$ cat config.mk
export PLATFORM = sky130hd
export DESIGN_NAME = slp_isqrt
export DESIGN_NICKNAME = d
export VERILOG_FILES = /design/src/hdl/slp_pkg.sv /design/src/hdl/slp_isqrt.sv
export SDC_FILE = /design/constraint.sdc
export NUM_CORES = 2
export LEC_CHECK = 0
export BUFFER_PORTS_ARGS = -buffer_cell sky130_fd_sc_hd__buf_4
export CAP_MARGIN = 20
export CORE_ASPECT_RATIO = 0.75
export CORE_MARGIN = 1
export CORE_UTILIZATION = 37
export DETAILED_ROUTE_END_ITERATION = 8
export PLACE_DENSITY = 0.51
export SLEW_MARGIN = 20
export SYNTH_ARGS = -nofsm -noshare
export SYNTH_HDL_FRONTEND = slang
export SYNTH_SLANG_ARGS = --single-unit
$ cat constraint.sdc
create_clock -name clk -period 4.6 [get_ports clk]
set_input_delay 0.92 -clock clk [delete_from_list [all_inputs] [get_ports clk]]
set_output_delay 0.92 -clock clk [all_outputs]
set_load 0.01 [all_outputs]
$ cat src/hdl/slp_pkg.sv
`timescale 1ns / 1ps
// Shared types and constants for the slew limit projection block.
// No dependencies; the front, square root, divide and top files import this package.
package slp_pkg;

    localparam int AXIS_CNT   = 3;   // axis fields carried on the item
    localparam int LIMIT_BITS = 23;  // width of both limit registers
    localparam int Q_BITS     = 23;  // scaled magnitude never exceeds the limit
    localparam int ADDR_BITS  = 4;   // four registers at byte addresses 0..12
    localparam int DATA_BITS  = 32;

    // register index, taken from paddr[3:2]
    typedef enum logic [1:0] {
        REG_MODE = 2'd0,
        REG_AXES = 2'd1,
        REG_PLIM = 2'd2,
        REG_CLIM = 2'd3
    } slp_reg_t;

    // control that travels beside the data through every stage
    typedef struct packed {
        logic valid;   // stage holds an item
        logic use_q;   // norm mode and the vector is over the limit
        logic viol;    // free point broke the check limit
    } slp_ctl_t;

endpackage

$ cat src/hdl/slp_isqrt.sv
`timescale 1ns / 1ps
// Pipelined integer floor square root, one root bit per stage.
// Carries the axis data alongside. Depends on slp_pkg.
module slp_isqrt #(
    parameter int VALUE_BITS = 24
) (
    input  logic                      clk,
    input  logic                      rst_n,
    input  logic                      adv,
    input  slp_pkg::slp_ctl_t         in_ctl,
    input  logic [2*VALUE_BITS+1:0]   in_sum,
    input  logic [VALUE_BITS-1:0]     in_mag [slp_pkg::AXIS_CNT],
    input  logic                      in_neg [slp_pkg::AXIS_CNT],
    output slp_pkg::slp_ctl_t         out_ctl,
    output logic [VALUE_BITS:0]       out_root,
    output logic [VALUE_BITS-1:0]     out_mag [slp_pkg::AXIS_CNT],
    output logic                      out_neg [slp_pkg::AXIS_CNT]
);
    import slp_pkg::*;

    localparam int R = VALUE_BITS + 1;
    localparam int S = 2 * R;

    slp_ctl_t              ctl_reg  [R];
    logic [S-1:0]          rem_reg  [R];
    logic [R-1:0]          root_reg [R];
    logic [VALUE_BITS-1:0] mag_reg  [R][AXIS_CNT];
    logic                  neg_reg  [R][AXIS_CNT];

    for (genvar g = 0; g < R; g++)
    begin : g_stage
        localparam int K = R - 1 - g;                 // root bit decided here
        localparam int P = (g == 0) ? 0 : g - 1;      // previous stage

        slp_ctl_t              ctl_p;
        logic [S-1:0]          rem_p;
        logic [R-1:0]          root_p;
        logic [VALUE_BITS-1:0] mag_p [AXIS_CNT];
        logic                  neg_p [AXIS_CNT];
        logic [S-1:0]          trial;
        logic                  take;

        always_comb
        begin
            if (g == 0)
            begin
                ctl_p  = in_ctl;
                rem_p  = in_sum;
                root_p = '0;
                for (int a = 0; a < AXIS_CNT; a++)
                begin
                    mag_p[a] = in_mag[a];
                    neg_p[a] = in_neg[a];
                end
            end
            else
            begin
                ctl_p  = ctl_reg[P];
                rem_p  = rem_reg[P];
                root_p = root_reg[P];
                for (int a = 0; a < AXIS_CNT; a++)
                begin
                    mag_p[a] = mag_reg[P][a];
                    neg_p[a] = neg_reg[P][a];
                end
            end
            // (2*root + 2^K) * 2^K, root holds only bits above K
            trial = (S'(root_p) << (K + 1)) | (S'(1) << (2 * K));
            take  = rem_p >= trial;
        end

        always_ff @(posedge clk or negedge rst_n)
        begin
            if (!rst_n)
            begin
                ctl_reg[g] <= '0;
            end
            else if (adv)
            begin
                ctl_reg[g] <= ctl_p;
            end
        end

        always_ff @(posedge clk)
        begin
            if (adv)
            begin
                rem_reg[g]  <= take ? (rem_p - trial) : rem_p;
                root_reg[g] <= take ? (root_p | (R'(1) << K)) : root_p;
                for (int a = 0; a < AXIS_CNT; a++)
                begin
                    mag_reg[g][a] <= mag_p[a];
                    neg_reg[g][a] <= neg_p[a];
                end
            end
        end
    end

    assign out_ctl  = ctl_reg[R-1];
    assign out_root = root_reg[R-1];
    always_comb
    begin
        for (int a = 0; a < AXIS_CNT; a++)
        begin
            out_mag[a] = mag_reg[R-1][a];
            out_neg[a] = neg_reg[R-1][a];
        end
    end

endmodule

### After elaboration in Yosys (flattened, before gate mapping)

Memory sizes are Yosys's and may differ from the RTL's.
Index checks and enable logic that the tools add are counted.

| storage, ports and cells | value |
|---|---|
| register bits | 75 |
| bits in writable memories | 3750 |
| input port bits | 131 |
| output and inout bits | 103 |
| logic and storage cells | 181 |
| memories | 4 |

Memory list:

| memory | words | width | rd ports | clocked after memory_dff | write ports | line | source |
|---|---|---|---|---|---|---|---|
| mag_reg | 25 | 72 | 25 | 0 | 25 | slp_isqrt.sv:27 | `logic [VALUE_BITS-1:0] mag_reg [R][AXIS_CNT];` |
| rem_reg | 25 | 50 | 24 | 0 | 25 | slp_isqrt.sv:25 | `logic [S-1:0] rem_reg [R];` |
| root_reg | 25 | 25 | 25 | 0 | 25 | slp_isqrt.sv:26 | `logic [R-1:0] root_reg [R];` |
| neg_reg | 25 | 3 | 25 | 0 | 25 | slp_isqrt.sv:28 | `logic neg_reg [R][AXIS_CNT];` |

| operators by class | value |
|---|---|
| add/subtract/negate cells | 25 |
| magnitude comparators | 25 |
| muxes and demuxes | 52 |

Operators by type and width:

| operator | count |
|---|---|
| 2-to-1 mux 50 bit | 25 |
| greater-or-equal comparator 50 x 26 -> 1 bit | 1 |
| greater-or-equal comparator 50 x 27 -> 1 bit | 1 |
| greater-or-equal comparator 50 x 28 -> 1 bit | 1 |
| greater-or-equal comparator 50 x 29 -> 1 bit | 1 |
| greater-or-equal comparator 50 x 30 -> 1 bit | 1 |
| greater-or-equal comparator 50 x 31 -> 1 bit | 1 |
| greater-or-equal comparator 50 x 32 -> 1 bit | 1 |
| greater-or-equal comparator 50 x 33 -> 1 bit | 1 |
| greater-or-equal comparator 50 x 34 -> 1 bit | 1 |
| greater-or-equal comparator 50 x 35 -> 1 bit | 1 |
| greater-or-equal comparator 50 x 36 -> 1 bit | 1 |
| greater-or-equal comparator 50 x 37 -> 1 bit | 1 |
| greater-or-equal comparator 50 x 38 -> 1 bit | 1 |
| greater-or-equal comparator 50 x 39 -> 1 bit | 1 |
| greater-or-equal comparator 50 x 40 -> 1 bit | 1 |
| greater-or-equal comparator 50 x 41 -> 1 bit | 1 |
| greater-or-equal comparator 50 x 42 -> 1 bit | 1 |
| greater-or-equal comparator 50 x 43 -> 1 bit | 1 |
| greater-or-equal comparator 50 x 44 -> 1 bit | 1 |
| greater-or-equal comparator 50 x 45 -> 1 bit | 1 |
| greater-or-equal comparator 50 x 46 -> 1 bit | 1 |
| greater-or-equal comparator 50 x 47 -> 1 bit | 1 |
| greater-or-equal comparator 50 x 48 -> 1 bit | 1 |
| 52 further kinds | 54 |

### Logic depth before layout (Yosys ltp)

An unclocked memory read counts as a cell.

| depth | value |
|---|---|
| depth in word-level cells | 3 |
| depth in mapped cells | 13 |
| depth with buffers taken out | 12 |

### Least setup slack after synthesis

Ideal clock, no wire load.

| timing | value |
|---|---|
| kind | register to register |
| start point | mem rem_reg[0][638] in the netlist's numbering |
| end point | mem rem_reg[0][680] in the netlist's numbering, data pin |
| setup time | 0.260 ns |
| data arrival time | 3.104 ns |
| data required time | 4.340 ns |
| setup slack | 1.236 ns |
| stages on the path, launching flop included | 9 |
| buffers on the path | 1 |
| clock period less this slack | 3.364 ns |
| cells stage by stage | edfxtp_1 -> or4_1 -> or3_4 -> or4_4 -> or3_4 -> or3_4 -> a211oi_4 -> buf_6 -> mux2_2 |

RTL lines:

| item | line |
|---|---|
| start, declared | slp_isqrt.sv:25 |

==> impl_metrics.json <==
{
  "status": "finished clean",
  "grt_first_pass_wirelength_mm": 373,
  "grt_pass1_vias": 64600,
  "slew_headroom_pct": 25.4,
  "ant_nets": 0,
  "cts_made_buffers": 351,
  "wl_per_cell_um": 18.0,
  "clk-insertion-delay-late_ns": 0.94,
  "dieWidth_um": 690,
  "clkPwrFrac_pct": 36.3,
  "postCtsHoldBufs": 0,
  "synth_flop_cell": "edfxtp_1",
  "pwr-share-seq_pct": 53.2,
  "crit_type": "reg2reg",
  "swShare_pct": 24.2,
  "clock.fmax_mhz": 238,
  "cp-startpoint": "rem_reg[1][278]",
  "drt-met1-wl_mm": 120,
  "die_h_um": 518,
  "fin_hold_ws_ns": 0.109,
  "cts_sinks": 3475,
  "synth_edf_count": 3400,
  "dpl_cell_area_um2": 140000,
  "fin_crit_ns": 4.21,
  "wl_met3_mm": 14.2,
  "endpoint_kind": "flop",
  "grt_max_degree": 134,
  "largest_reg_flops": 1800,
  "nNetsFinal": 8770,
  "ys_warn_count": 0,
  "core-area_um2": 353000,
  "dr.first_iter.drc_count": 5336,
  "start_util_pct": 37.2,
  "hpwlAfterDp_mm": 162,
  "slew_violations": 0,
  "min_period_over_period_pct": 91.4,
  "clock_skew_ns": 0.0713,
  "gr-total-overflow": 0,
  "synth.distinct_cells": 83,
  "clk_pin_slew_ns": 0.06,
  "p_leak_nw": 54.0,
  "post_cts_resize_count": 0,
  "power_frac_comb_pct": 10.5,
  "place_congestion": 0.890,
  "cap_violations": 0,
  "setup_tns_ns": 0,
  "final_cell_area_um2": 151000,
  "topRoutingLayerUsed": "met4",
  "ir_drop_mv": 0.316,
  "rsz0062_at_grt": "no",
  "grt_antenna_before_repair": 6,
  "ys_ff_latch": 3475,
  "syn-cell-area_um2": 131000,
  "timing.rr.start": "rem_reg[1][278]",
  "drive_gt1_share_pct": 11.9,
  "postSynth.asyncResetShare_pct": 2.16,
  "via_per_inst": 4.86,
  "hold_violations": 0,
  "crit_required_ns": 5.26,
  "drcViolationCount": 0,
  "critPathMaxFanout": 6,
  "dieArea_um2": 357000,
  "worstSetupStartpointType": "flop",
  "syn_inst": 7677,
  "cts_buffer_depth": 4,
  "cts_tree": "yes",
  "synth_nets": 8154,
  "syn_to_final_growth_pct": 15.1,
  "cp.arrival_ns": 4.86,
  "switching_power_w": 0.0182,
  "finalSetupViolations": 0,
  "drt_wl_total_mm": 239,
  "worst_pin_slew_ns": 1.11,
  "num_rows": 189,
  "pin_count": 234,
  "intPower_w": 0.0571,
  "wl_met2_mm": 99.2,
  "port_buffers": 233,
  "power-per-cell-area_nw_per_um2": 499,
  "avgSynthCellArea_um2": 17.1,
  "firstDrtPassIters": 6,
  "root_buffer": "clkbuf_16",
  "num_vias": 64400,
  "htreeDepth": 5,
  "power_w": 0.0754,
  "grt_usage_pct": 13.1,
  "postCtsSetupBuffers": 0,
  "hold_class": "in2async",
  "yosysSeqAreaShare_pct": 79.2
}
[power groups by stage]
stage | registers, W | clock network, W | logic (W)
6_report | 0.0401 | 0.0274 | 0.00793
4_1_cts | 0.0401 | 0.0285 | 0.00793
2_1_floorplan | 0.0400 | 0 | 0.00537
3_5_place_dp | 0.0408 | 0 | 0.00788
5_1_grt | 0.0404 | 0.0296 | 0.00884
3_3_place_gp | 0.0407 | 0 | 0.00774
[final cells by class]
cell class / count / area (um^2)
fillers: 31300 / 202000
flip-flops and latches: 3475 / 104000
multi-input cells: 3662 / 25300
clock buffers: 451 / 9240
well taps: 4679 / 5850
repair buffers: 372 / 3340
clock inverters: 179 / 1820
inverters: 431 / 1620
diodes: 2 / 5.00
[cells by family (layout without fill, tap and decap cells)]
group                      Yosys count  in the layout  synth area share (%)
AOI/OAI and AO/OA                 1064           1064                  5.07
xor gates and xnor gates           503            503                  3.36
adders and majority gates          346            346                  3.30
buffers and inverters              540           1433                  1.57
DFF                               3475           3475                  79.2
muxes                              129            129                  1.10
other                                0              2                     0
and+or+nand+nor                   1620           1620                  6.40
[cells in the final DEF, fill, tap and decap left out, drive strengths merged, types with 123 or more instances in the layout]
cell type	n
buf	372
a21o	123
o21ai	275
edfxtp	3400
xor2	250
clkinv	139
clkbuf	451
ha	346
nor3	173
nor2	328
xnor2	253
inv	444
nor4	191
nand2	363
a21oi	316
[final timing paths]
| kind | slack (ns) | depth (start not counted) | to |
|---|---|---|---|
| worst min-delay path | 0.11 | 1 | out_ctl[0] |
| min in group clk | 0.15 | 1 | rem_reg[0][38] |
| worst max-delay path | 0.39 | 9 | rem_reg[1][339] |
| worst max register to register | 0.39 | 9 | rem_reg[1][339] |
| worst min register to register | 0.38 | 0 | neg_reg[6][1] |
| max in group asynchronous | 3.85 | 1 | ctl_reg[62] |
[cells in the mapped netlist, drive strengths merged, types with 66 or more instances]
cell type  instances  area share, %
edfxtp          3400             78
inv              431            1.2
nand2            363            1.0
ha               346            3.3
nor2             328           0.94
a21oi            316            1.2
o21ai            275            1.0
xnor2            253            1.7
xor2             250            1.7
nor4             191           0.91
nor3             173           0.66
a21o             123           0.70
mux2             117            1.0
clkbuf            91           0.26
nand4             89           0.42
nand3             87           0.33
dfrtp             75            1.4
o21a              66           0.38
[through the flow]
stage	setup slack, ns	std cells	utilization [%]
after global routing	0.224	13300	42.8
after floorplan	1.24	7677	-
after detailed placement	0.525	12600	39.6
after CTS	0.519	13200	42.8
after global placement	0.486	12600	39.6
final	0.394	13300	42.8
[metal layers]
metal | vias to the layer above | global-route usage (%)
li1 | 30700 | -
met1 | 31800 | 20.3
met2 | 1518 | 18.9
met3 | 402 | 2.33
met4 | 0 | 3.65
met5 | - | 0
[worst max-delay path, stage by stage, from the launching register on]
cell and delay, ns:
edfxtp_1 0.53, or4_1 0.59, nor3_1 0.71, nand4_1 0.42
nand3_1 0.36, a311oi_4 0.09, nor4_1 0.48, nand3_1 0.34
nor4_1 0.33, xor2_1 0.10
Power figures use the tool's default switching activity.
